==> config.mk <==
export PLATFORM = sky130hd
export DESIGN_NAME = base64_decoder_top
export DESIGN_NICKNAME = d
export VERILOG_FILES = /design/src/rtl/b64d_pkg.sv /design/src/rtl/base64_decoder_top.sv /design/src/rtl/b64d_front.sv /design/src/rtl/b64d_cmd_fifo.sv /design/src/rtl/b64d_back.sv
export SDC_FILE = /design/constraint.sdc
export NUM_CORES = 1
export LEC_CHECK = 0
export BUFFER_PORTS_ARGS = -buffer_cell sky130_fd_sc_hd__buf_2
export CAP_MARGIN = 20
export CORE_MARGIN = 2
export CORE_UTILIZATION = 25
export CTS_BUF_LIST = sky130_fd_sc_hd__clkbuf_8 sky130_fd_sc_hd__clkbuf_16
export DETAILED_ROUTE_END_ITERATION = 16
export PLACE_DENSITY_LB_ADDON = 0.05
export SYNTH_ARGS = -nofsm -noshare
export SYNTH_HDL_FRONTEND = slang
export SYNTH_SLANG_ARGS = --single-unit
==> constraint.sdc <==
create_clock -name clk -period 4.6 [get_ports clk]
set_input_delay 0.46 -clock clk [delete_from_list [all_inputs] [get_ports clk]]
set_output_delay 0.46 -clock clk [all_outputs]
set_load 0.02 [all_outputs]
==> src/rtl/b64d_pkg.sv <==
`timescale 1ns / 1ps
// ----------------------------------------------------------------------------
// b64d_pkg: shared types and helpers for the base64 decoder
// Command word passed from the front end to the back end, queue status,
// character constants, the alphabet lookup and the byte assembly functions.
// ----------------------------------------------------------------------------
package b64d_pkg;

  // Special characters of the standard alphabet.
  localparam logic [7:0] CHAR_PAD   = 8'h3D;  // '='
  localparam logic [7:0] CHAR_PLUS  = 8'h2B;  // '+'
  localparam logic [7:0] CHAR_SLASH = 8'h2F;  // '/'

  // Number of result items carried by one command.
  localparam logic [1:0] NUM_ONE   = 2'd1;
  localparam logic [1:0] NUM_TWO   = 2'd2;
  localparam logic [1:0] NUM_THREE = 2'd3;

  // One queued command: up to three bytes, delivered lowest index first.
  typedef struct packed {
    logic [2:0][7:0] bytes;
    logic [1:0]      num;
    logic            has_data;
    logic            last;
  } b64d_cmd_t;

  // Status of the command queue.
  typedef struct packed {
    logic empty;
    logic full;
  } b64d_fifo_stat_t;

  // Returns {valid, value}; valid is low for bytes outside the alphabet.
  function automatic logic [6:0] sextet_of(input logic [7:0] c);
    logic [7:0] d;
    begin
      d = 8'd0;
      if (c >= 8'h41 && c <= 8'h5A) begin
        d = c - 8'h41;
        sextet_of = {1'b1, d[5:0]};
      end else if (c >= 8'h61 && c <= 8'h7A) begin
        d = c - 8'h61 + 8'd26;
        sextet_of = {1'b1, d[5:0]};
      end else if (c >= 8'h30 && c <= 8'h39) begin
        d = c - 8'h30 + 8'd52;
        sextet_of = {1'b1, d[5:0]};
      end else if (c == CHAR_PLUS) begin
        sextet_of = {1'b1, 6'd62};
      end else if (c == CHAR_SLASH) begin
        sextet_of = {1'b1, 6'd63};
      end else begin
        sextet_of = {1'b0, d[5:0]};
      end
    end
  endfunction

  function automatic logic [7:0] first_byte(input logic [5:0] a, input logic [5:0] b);
    first_byte = {a, b[5:4]};
  endfunction

  function automatic logic [7:0] second_byte(input logic [5:0] b, input logic [5:0] c);
    second_byte = {b[3:0], c[5:2]};
  endfunction

  function automatic logic [7:0] third_byte(input logic [5:0] c, input logic [5:0] d);
    third_byte = {c[1:0], d};
  endfunction

endpackage

==> src/rtl/base64_decoder_top.sv <==
`timescale 1ns / 1ps
// ----------------------------------------------------------------------------
// base64_decoder_top: streaming base64 decoder, standard alphabet
// Turns a character stream into decoded bytes, one character per transfer.
// ----------------------------------------------------------------------------
// The decoder takes one ASCII character per clock cycle on a queue-style
// input (push/full) and delivers decoded bytes on a queue-style output
// (empty/pop), one result per cycle. Every fourth valid character yields
// three bytes; the first '=' or any byte outside the alphabet stops decoding
// until the character marked last, which flushes a partial group (two
// pending values give one byte, three give two) and always ends with a
// result marked last_byte; if that end carries no byte, has_data is 0 and
// data_byte is 0. The front end classifies each character in the cycle of
// its transfer and writes a command into a queue of CMD_FIFO_DEPTH entries;
// the first result of a command shows on the output once it heads the
// queue. Input accepts a character every cycle while the queue has room,
// so a stalled output does not stop intake until the queue fills. The
// sustained rate is one character per cycle as long as the output keeps up.
// A string never yields more results than it has characters: four valid
// characters give three results and a flush or an empty end gives at most
// one result per character. The single output port, at one result per
// cycle, therefore keeps pace with a dense stream, and the queue absorbs
// the three results of a full group.
module base64_decoder_top
  import b64d_pkg::*;
#(
  parameter int CMD_FIFO_DEPTH = 4
) (
  input  logic       clk,
  input  logic       rst_n,
  input  logic       in_push,
  output logic       in_full,
  input  logic [7:0] in_char_byte,
  input  logic       in_last_char,
  output logic       out_empty,
  input  logic       out_pop,
  output logic [7:0] out_data_byte,
  output logic       out_has_data,
  output logic       out_last_byte
);

  b64d_cmd_t       push_cmd;
  b64d_cmd_t       head_cmd;
  b64d_fifo_stat_t fifo_stat;
  logic            cmd_push;
  logic            cmd_pop;

  // Front end: alphabet lookup, pending group, halt flag.
  b64d_front u_front (
    .clk          (clk),
    .rst_n        (rst_n),
    .in_push      (in_push),
    .in_full      (in_full),
    .in_char_byte (in_char_byte),
    .in_last_char (in_last_char),
    .fifo_stat    (fifo_stat),
    .cmd_push     (cmd_push),
    .cmd          (push_cmd)
  );

  // Queue decouples character intake from result delivery.
  b64d_cmd_fifo #(
    .DEPTH (CMD_FIFO_DEPTH)
  ) u_fifo (
    .clk      (clk),
    .rst_n    (rst_n),
    .push     (cmd_push),
    .push_cmd (push_cmd),
    .pop      (cmd_pop),
    .head_cmd (head_cmd),
    .stat     (fifo_stat)
  );

  // Back end: one result per output transfer.
  b64d_back u_back (
    .clk           (clk),
    .rst_n         (rst_n),
    .head_cmd      (head_cmd),
    .fifo_stat     (fifo_stat),
    .cmd_pop       (cmd_pop),
    .out_empty     (out_empty),
    .out_pop       (out_pop),
    .out_data_byte (out_data_byte),
    .out_has_data  (out_has_data),
    .out_last_byte (out_last_byte)
  );

endmodule

==> src/rtl/b64d_front.sv <==
`timescale 1ns / 1ps
// ----------------------------------------------------------------------------
// b64d_front: character intake and classification
// Maps each character to its 6-bit value, keeps the pending group and the
// halt flag, and queues one command per completed group or end of string.
// ----------------------------------------------------------------------------
module b64d_front
  import b64d_pkg::*;
(
  input  logic            clk,
  input  logic            rst_n,
  input  logic            in_push,
  output logic            in_full,
  input  logic [7:0]      in_char_byte,
  input  logic            in_last_char,
  input  b64d_fifo_stat_t fifo_stat,
  output logic            cmd_push,
  output b64d_cmd_t       cmd
);

  logic [2:0][5:0] buf_r, buf_nxt, buf_a;
  logic [1:0]      cnt_r, cnt_nxt, cnt_a;
  logic            halted_r, halted_nxt, halt_a;
  logic [6:0]      sx;
  logic            sx_ok;
  logic            grp;
  logic            accept;

  assign in_full = fifo_stat.full;
  assign accept  = in_push && !fifo_stat.full;
  assign sx      = sextet_of(in_char_byte);
  assign sx_ok   = sx[6] && (in_char_byte != CHAR_PAD);

  // State update for one character.
  always_comb begin
    buf_a  = buf_r;
    cnt_a  = cnt_r;
    halt_a = halted_r;
    grp    = 1'b0;
    if (!halted_r) begin
      if (!sx_ok) begin
        halt_a = 1'b1;
      end else if (cnt_r == NUM_THREE) begin
        grp   = 1'b1;
        cnt_a = 2'd0;
      end else begin
        case (cnt_r)
          2'd0:    buf_a[0] = sx[5:0];
          2'd1:    buf_a[1] = sx[5:0];
          default: buf_a[2] = sx[5:0];
        endcase
        cnt_a = cnt_r + 2'd1;
      end
    end
  end

  // Command built from the updated state.
  always_comb begin
    cmd.bytes    = '0;
    cmd.num      = NUM_ONE;
    cmd.has_data = 1'b1;
    cmd.last     = in_last_char;
    if (grp) begin
      cmd.bytes[0] = first_byte(buf_r[0], buf_r[1]);
      cmd.bytes[1] = second_byte(buf_r[1], buf_r[2]);
      cmd.bytes[2] = third_byte(buf_r[2], sx[5:0]);
      cmd.num      = NUM_THREE;
    end else if (cnt_a == NUM_THREE) begin
      cmd.bytes[0] = first_byte(buf_a[0], buf_a[1]);
      cmd.bytes[1] = second_byte(buf_a[1], buf_a[2]);
      cmd.num      = NUM_TWO;
    end else if (cnt_a == NUM_TWO) begin
      cmd.bytes[0] = first_byte(buf_a[0], buf_a[1]);
    end else begin
      cmd.has_data = 1'b0;
    end
  end

  assign cmd_push = accept && (grp || in_last_char);

  always_comb begin
    buf_nxt    = buf_r;
    cnt_nxt    = cnt_r;
    halted_nxt = halted_r;
    if (accept) begin
      buf_nxt = buf_a;
      if (in_last_char) begin
        cnt_nxt    = 2'd0;
        halted_nxt = 1'b0;
      end else begin
        cnt_nxt    = cnt_a;
        halted_nxt = halt_a;
      end
    end
  end

  always_ff @(posedge clk) begin
    if (!rst_n) begin
      cnt_r    <= 2'd0;
      halted_r <= 1'b0;
    end else begin
      cnt_r    <= cnt_nxt;
      halted_r <= halted_nxt;
    end
  end

  always_ff @(posedge clk) begin
    buf_r <= buf_nxt;
  end

endmodule

==> src/rtl/b64d_cmd_fifo.sv <==
`timescale 1ns / 1ps
// ----------------------------------------------------------------------------
// b64d_cmd_fifo: command queue between front and back end
// Small register queue; the head entry is presented without a pop.
// ----------------------------------------------------------------------------
module b64d_cmd_fifo
  import b64d_pkg::*;
#(
  parameter int DEPTH = 4
) (
  input  logic            clk,
  input  logic            rst_n,
  input  logic            push,
  input  b64d_cmd_t       push_cmd,
  input  logic            pop,
  output b64d_cmd_t       head_cmd,
  output b64d_fifo_stat_t stat
);

  localparam int AW = (DEPTH > 1) ? $clog2(DEPTH) : 1;
  localparam int CW = $clog2(DEPTH + 1);

  b64d_cmd_t        mem_r [DEPTH];
  logic [AW-1:0]    wr_ptr_r, wr_ptr_nxt, rd_ptr_r, rd_ptr_nxt;
  logic [CW-1:0]    cnt_r, cnt_nxt;
  logic             do_push, do_pop;

  assign stat.empty = (cnt_r == '0);
  assign stat.full  = (cnt_r == CW'(DEPTH));
  assign do_push    = push && !stat.full;
  assign do_pop     = pop && !stat.empty;
  assign head_cmd   = mem_r[rd_ptr_r];

  always_comb begin
    wr_ptr_nxt = wr_ptr_r;
    rd_ptr_nxt = rd_ptr_r;
    cnt_nxt    = cnt_r;
    if (do_push) begin
      wr_ptr_nxt = (wr_ptr_r == AW'(DEPTH - 1)) ? '0 : wr_ptr_r + AW'(1);
    end
    if (do_pop) begin
      rd_ptr_nxt = (rd_ptr_r == AW'(DEPTH - 1)) ? '0 : rd_ptr_r + AW'(1);
    end
    if (do_push && !do_pop) begin
      cnt_nxt = cnt_r + CW'(1);
    end else if (do_pop && !do_push) begin
      cnt_nxt = cnt_r - CW'(1);
    end
  end

  always_ff @(posedge clk) begin
    if (!rst_n) begin
      wr_ptr_r <= '0;
      rd_ptr_r <= '0;
      cnt_r    <= '0;
    end else begin
      wr_ptr_r <= wr_ptr_nxt;
      rd_ptr_r <= rd_ptr_nxt;
      cnt_r    <= cnt_nxt;
    end
  end

  always_ff @(posedge clk) begin
    if (do_push) begin
      mem_r[wr_ptr_r] <= push_cmd;
    end
  end

endmodule

==> src/rtl/b64d_back.sv <==
`timescale 1ns / 1ps
// ----------------------------------------------------------------------------
// b64d_back: result serializer
// Walks the bytes of the head command one result per transfer and retires
// the command after its final byte.
// ----------------------------------------------------------------------------
module b64d_back
  import b64d_pkg::*;
(
  input  logic            clk,
  input  logic            rst_n,
  input  b64d_cmd_t       head_cmd,
  input  b64d_fifo_stat_t fifo_stat,
  output logic            cmd_pop,
  output logic            out_empty,
  input  logic            out_pop,
  output logic [7:0]      out_data_byte,
  output logic            out_has_data,
  output logic            out_last_byte
);

  logic [1:0] idx_r, idx_nxt;
  logic       xfer;
  logic       final_byte;

  assign out_empty  = fifo_stat.empty;
  assign xfer       = out_pop && !fifo_stat.empty;
  assign final_byte = (idx_r == head_cmd.num - 2'd1);
  assign cmd_pop    = xfer && final_byte;

  always_comb begin
    case (idx_r)
      2'd0:    out_data_byte = head_cmd.bytes[0];
      2'd1:    out_data_byte = head_cmd.bytes[1];
      default: out_data_byte = head_cmd.bytes[2];
    endcase
  end

  assign out_has_data  = head_cmd.has_data;
  assign out_last_byte = head_cmd.last && final_byte;

  always_comb begin
    idx_nxt = idx_r;
    if (xfer) begin
      idx_nxt = final_byte ? 2'd0 : idx_r + 2'd1;
    end
  end

  always_ff @(posedge clk) begin
    if (!rst_n) begin
      idx_r <= 2'd0;
    end else begin
      idx_r <= idx_nxt;
    end
  end

endmodule

==> metrics, run 1 <==
Crit. End Element=flip-flop; Final Non-Filler Cells=831; setup violators final=0; Leak=0.00259 uW; hold_buf cts=0; critical path class=flip-flop to flip-flop; wire length per cell=20.0 um; Total Wirelength=16600 um; final hold vios=0; vias in the first global route=3974; CP Max Fanout=19; sequential cell area=4190 um2; antenna violations before repair=0; MaxCap Viol Count=0; top cells by area, synth=edfxtp_1 59%, mux4_2 9.5%, dfxtp_1 4.2%; fin crit share=0.748; Clock Skews=0.00635 ns; area grow syn2layout=16.7%; crit path buf inv count=2; Antenna Nets Post-Route=0; clk buf depth=2; Slew Viols, Final=0; row cnt=59; Vias=3810; initial core utilization=0.255; Die Y=167 um; Worst-Margin Slew=0.823 ns; gr ovfl total=0; Crit path top cell by count=inv_1; # IOs=25; Synth Area per Inst=14.8 um2; CTS tree=done; root buf cell=clkbuf_16; Via-to-Cell Ratio=4.58; largest net degree at the start of global routing=29; crit-path cells=nor3b_1 > nand2b_1 > inv_1 > and3_1 > a22o_1 > ha_1 > inv_1 > fa_1 > xor2_1 > or3_1 > a21oi_1; DP HPWL=11000 um; hold_ws=0.364 ns; post-CTS setup buffer count=0; Gate power share=0.219; clock share of power=0.369; clock-pin slew of the registers on the worst-case setup and hold paths=0.07 ns; Post-Syn Instances=450; Max Fclk=291 MHz; # nets final=517; H-tree lvl count=4; Synth cell types=60; CTS buffer count=17; die width=167 um; post-CTS sizing=0; CP max stage delay=0.67 ns; placed cell count=799; Netlist Area Pre-Place=6660 um2; FFs w/ async S/R, synth=0; clock sinks=144; Top FF cell, synth=edfxtp_1; violated checks=DRC; Flop pwr share=0.412; DRC violations left=2; Yosys reg bits=144; FILL cells=2662; total track usage=0.126; IO Port Bufs=24; full die area=28000 um2; worst vdd ir=0.246 mV; Pwr Density=498 nW/um2; hold crit path type=input pin to flip-flop; slew margin rel.=0.451; Net Sw Frac=0.294; initial DRC count=256; sequential fraction of the synthesis area=0.628; Synth area leader=edfxtp_1; Setup TNS Final=0 ns; cell with the most instances after synthesis=edfxtp_1; number of diodes=0; Mapped Nets=484; Setup crit start kind=flip-flop; share of cells above drive strength 1=0.218; worst endpoint data arrival time=3.78 ns; Critical Path RT=4.94 ns; net switching power=1140 uW; first-pass GRT wire length=25500 um; Top delay family on crit path=simple AND/OR/NAND/NOR gates; Multi-input gate area=2270 um2; internal power=2730 uW; drt first pass iters=13; post-layout minimum cycle time=3.44 ns; synth warn=0; outcome=complete, but fails checks; placeable core region=26100 um2; post-synth top area share=0.586; RSZ-0062 raised after global routing=no; Post-synth EDFFs=130; insertion delay to the later sink of the worst-skew pair=0.42 ns; Crit-path slowest cell=inv_1; fin util=0.297; synth cell count leaders=130 x edfxtp_1, 29 x o21ai_0, 28 x mux4_2, 28 x nand2_1, 27 x inv_1; Routability Congestion=0.778
==> layout make-up <==
class,instances,share of cell area
Clock buffer,17,0.0547
Clock inverter,15,0.0240
Inverter,29,0.0140
Multi-Input combinational cell,260,0.293
Sequential cell,144,0.538
Tap cell,335,0.0539
Timing Repair Buffer,31,0.0222
==> per-layer routing <==
metal / part of all wire / track usage
met5: 0 / 0
met3: 0.023 / 0.0222
met1: 0.48 / 0.167
met4: 0.011 / 0.0386
met2: 0.48 / 0.210
==> worst paths after layout <==
kind                            startpoint                             to  slack [ns]  cells past startpoint
max           u_fifo.cnt_r[0]$_SDFFE_PN0P_   u_fifo.cnt_r[2]$_SDFFE_PN0P_        1.16                     11
min                           in_last_char   u_fifo.mem_r[0][0]$_DFFE_PP_        0.36                      1
max reg2reg   u_fifo.cnt_r[0]$_SDFFE_PN0P_   u_fifo.cnt_r[2]$_SDFFE_PN0P_        1.16                     11
min reg2reg  u_front.halted_r$_SDFFE_PN0P_  u_front.halted_r$_SDFFE_PN0P_        0.46                      2
==> layout by cell type, fill, tap and decap left out, drive strengths merged, types with 2 or more instances in the layout <==
cell type,n
a22o,3
a22oi,10
a2bb2o,3
buf,31
nand2,28
xor2,5
ha,20
clkbuf,17
nor2b,2
a211oi,2
nand3,15
o32ai,5
inv,33
nor3,5
clkinvlp,3
clkinv,5
and2,7
o21ai,29
mux2i,3
nor3b,2
o2bb2ai,11
bufinv,3
o31ai,2
or3,5
and3,4
xnor2,4
nand2b,10
nor2,20
mux4,28
dfxtp,14
edfxtp,130
a21oi,19
==> metrics by stage <==
step | worst slack, ns | cell area [um2] | total power, uW
finish | 1.16 | 7770 | 3870
global route | 0.823 | 7770 | 4060
CTS | 1.11 | 7770 | 3930
detailed placement | 0.853 | 7160 | 2500
global placement | 0.961 | 7160 | 2490
floorplan | 1.38 | 6660 | 2200
==> flip-flops by register name, summed over array words and instances, names as in the netlist, named ones only <==
signal / cells
u_back.idx_r: 2
u_front.halted_r: 1
u_fifo.rd_ptr_r: 2
u_front.buf_r: 18
u_fifo.mem_r: 112
u_front.cnt_r: 2
u_fifo.cnt_r: 3
u_fifo.wr_ptr_r: 2
==> cells by family after synthesis <==
group                    count (synthesis)  share of synthesized area
multiplexers                            31                     0.0992
XOR/XNOR                                 9                     0.0118
AO/OA/AOI/OAI                           97                      0.113
flip-flops                             144                      0.628
buffers and inverters                   46                     0.0304
adder cells (fa/ha/maj)                 21                     0.0406
AND/OR/NAND/NOR                        102                     0.0768
==> power by group through the flow <==
stage                     clock network (uW)  registers [uW]  logic [uW]
after floorplan                            0            1600         600
after global placement                     0            1620         872
after detailed placement                   0            1620         878
after CTS                               1460            1600         879
after global routing                    1520            1610         941
final                                   1430            1600         848
Power figures use the tool's default switching activity.
==> inputs of run 2 (changes only) <==
Clock period 4.6 ns to 3.1 ns, I/O delays scaled along.
==> run 2 against run 1 <==
The flow still finishes with violations (DRC). Critical path type unchanged. Cell count grew 2.3%. Combinational power is 56% higher. Cell area increased by 1.4%.
==> metrics, run 2 (same netlist as run 1, synthesis figures left out) <==
outcome=complete, but fails checks; violated checks=DRC; crit-path cells=mux4_2 > xnor2_1 > mux2i_1 > nand2b_2 > ha_1 > inv_1 > fa_1 > xor2_1 > or3_1 > a21oi_1; initial DRC count=237; grt met1 use=0.171; DRC violations left=2; CP Max Fanout=6; drt first pass iters=10; fin crit share=0.898; Setup TNS Final=0 ns; Max Fclk=359 MHz; commonest non-fill, non-tap cell in the layout=edfxtp_1; root buf cell=clkbuf_16; hold crit path type=input pin to flip-flop; clock sinks=144; hold_buf cts=0; CTS tree=done; final hold vios=0; IO Port Bufs=24; Critical Path RT=3.44 ns; Top reg by flops=u_fifo.mem_r; RSZ-0062 raised after global routing=no; wire length per cell=19.9 um; row cnt=59; Vias=3868; Leak=0.00266 uW; MaxCap Viol Count=0; largest net degree at the start of global routing=29; Slew Viols, Final=0; Die Y=167 um; gr ovfl total=0; worst vdd ir=0.255 mV; Worst-Margin Slew=0.531 ns; GRT busiest layer=met2; Via-to-Cell Ratio=4.55; worst endpoint data arrival time=3.13 ns; H-tree lvl count=4; slew margin rel.=0.643; placed cell count=818; initial core utilization=0.255; post-layout minimum cycle time=2.78 ns; GR Util met3=0.0241; post-route total power=5690 uW; FILL cells=2640; Pwr Density=722 nW/um2; insertion delay to the later sink of the worst-skew pair=0.42 ns; full die area=28000 um2; CP max stage delay=0.53 ns; Clock Skews=0.0104 ns; CTS buffer count=17; clk buf depth=2; most frequent cells in the layout=130 x edfxtp_1, 29 x o21ai_0, 28 x mux4_2, 28 x nand2_1, 27 x inv_1; crit path buf inv count=1; share of cells above drive strength 1=0.247; post-CTS setup buffer count=0; # IOs=25; vias in the first global route=4031; critical path class=flip-flop to flip-flop; leading registers by flop count=u_fifo.mem_r (112), u_front.buf_r (18), u_fifo.cnt_r (3); number of diodes=0; Setup crit start kind=flip-flop; Crit-path slowest cell=mux4_2; flip-flop count of the largest register after layout=112; Top delay family on crit path=multiplexers; clock-pin slew of the registers on the worst-case setup and hold paths=0.06 ns; Total Wirelength=16900 um; placeable core region=26100 um2; hold_ws=0.211 ns; Routability Congestion=0.772; Crit. End Element=flip-flop; # nets final=536; Final Non-Filler Cells=850; setup violators final=0; area grow syn2layout=18.3%; total track usage=0.126; die width=167 um; met2 usage=0.205; DP HPWL=11100 um; first-pass GRT wire length=25600 um; antenna violations before repair=0; Antenna Nets Post-Route=0
## run 2: cell types whose count changed in the layout (fill, tap and decap cells not counted), sizes merged
cell	previous run	this run
buf	31	50
inv	33	36
bufinv	3	1
clkinvlp	3	2
## run 2: power by group
group | internal (uW) | switching, uW | leakage, uW
Clock | 1130 | 867 | 0.000278
Sequential | 2290 | 80.4 | 0.00129
Combinational | 521 | 801 | 0.00109
## run 2: path summary, 6_finish.rpt
check | start | end | slack [ns] | depth (start not counted)
worst max-delay path | flip-flop | u_fifo.cnt_r[2]$_SDFFE_PN0P_ | 0.32 | 10
worst min-delay path | in_last_char | u_fifo.mem_r[3][0]$_DFFE_PP_ | 0.21 | 1
worst max register to register | flip-flop | u_fifo.cnt_r[2]$_SDFFE_PN0P_ | 0.32 | 10
worst min register to register | u_front.halted_r$_SDFFE_PN0P_ | u_front.halted_r$_SDFFE_PN0P_ | 0.47 | 2
## run 2: metrics by stage
step	utilization	instance area [um2]	setup WS, ns
finish	0.302	7880	0.316
global route	0.302	7880	0.137
CTS	0.301	7880	0.0551
global placement	0.279	7300	0.145
detailed placement	0.279	7300	0.111
floorplan	-	6660	0.0261
## run 2: timing repair
action	in CTS	in global routing
endpoints found under the hold margin	0	0
resized for setup	0	1
endpoints found under the setup margin	0	1
## run 2: worst register-to-register path, stage by stage, from the launching register on
cell and delay (ns):
dfxtp_2 0.38, mux4_2 0.53, xnor2_1 0.19, mux2i_1 0.16
nand2b_2 0.18, ha_1 0.21, inv_1 0.06, fa_1 0.38
xor2_1 0.17, or3_1 0.30, a21oi_1 0.14
## run 2: layout make-up
class	count	area, um2	share of cell area
clock buffers	17	425	0.0540
clock inverters	15	150	0.0190
inverters	29	109	0.0138
multi-input cells	260	2270	0.289
flip-flops and latches	144	4190	0.531
well taps	335	419	0.0532
repair buffers	50	319	0.0405
## run 2: per-layer routing
layer,up-vias,share of wire
li1,1855,-
met1,1951,0.49
met2,54,0.48
met3,8,0.021
met4,0,0.0086
met5,-,0
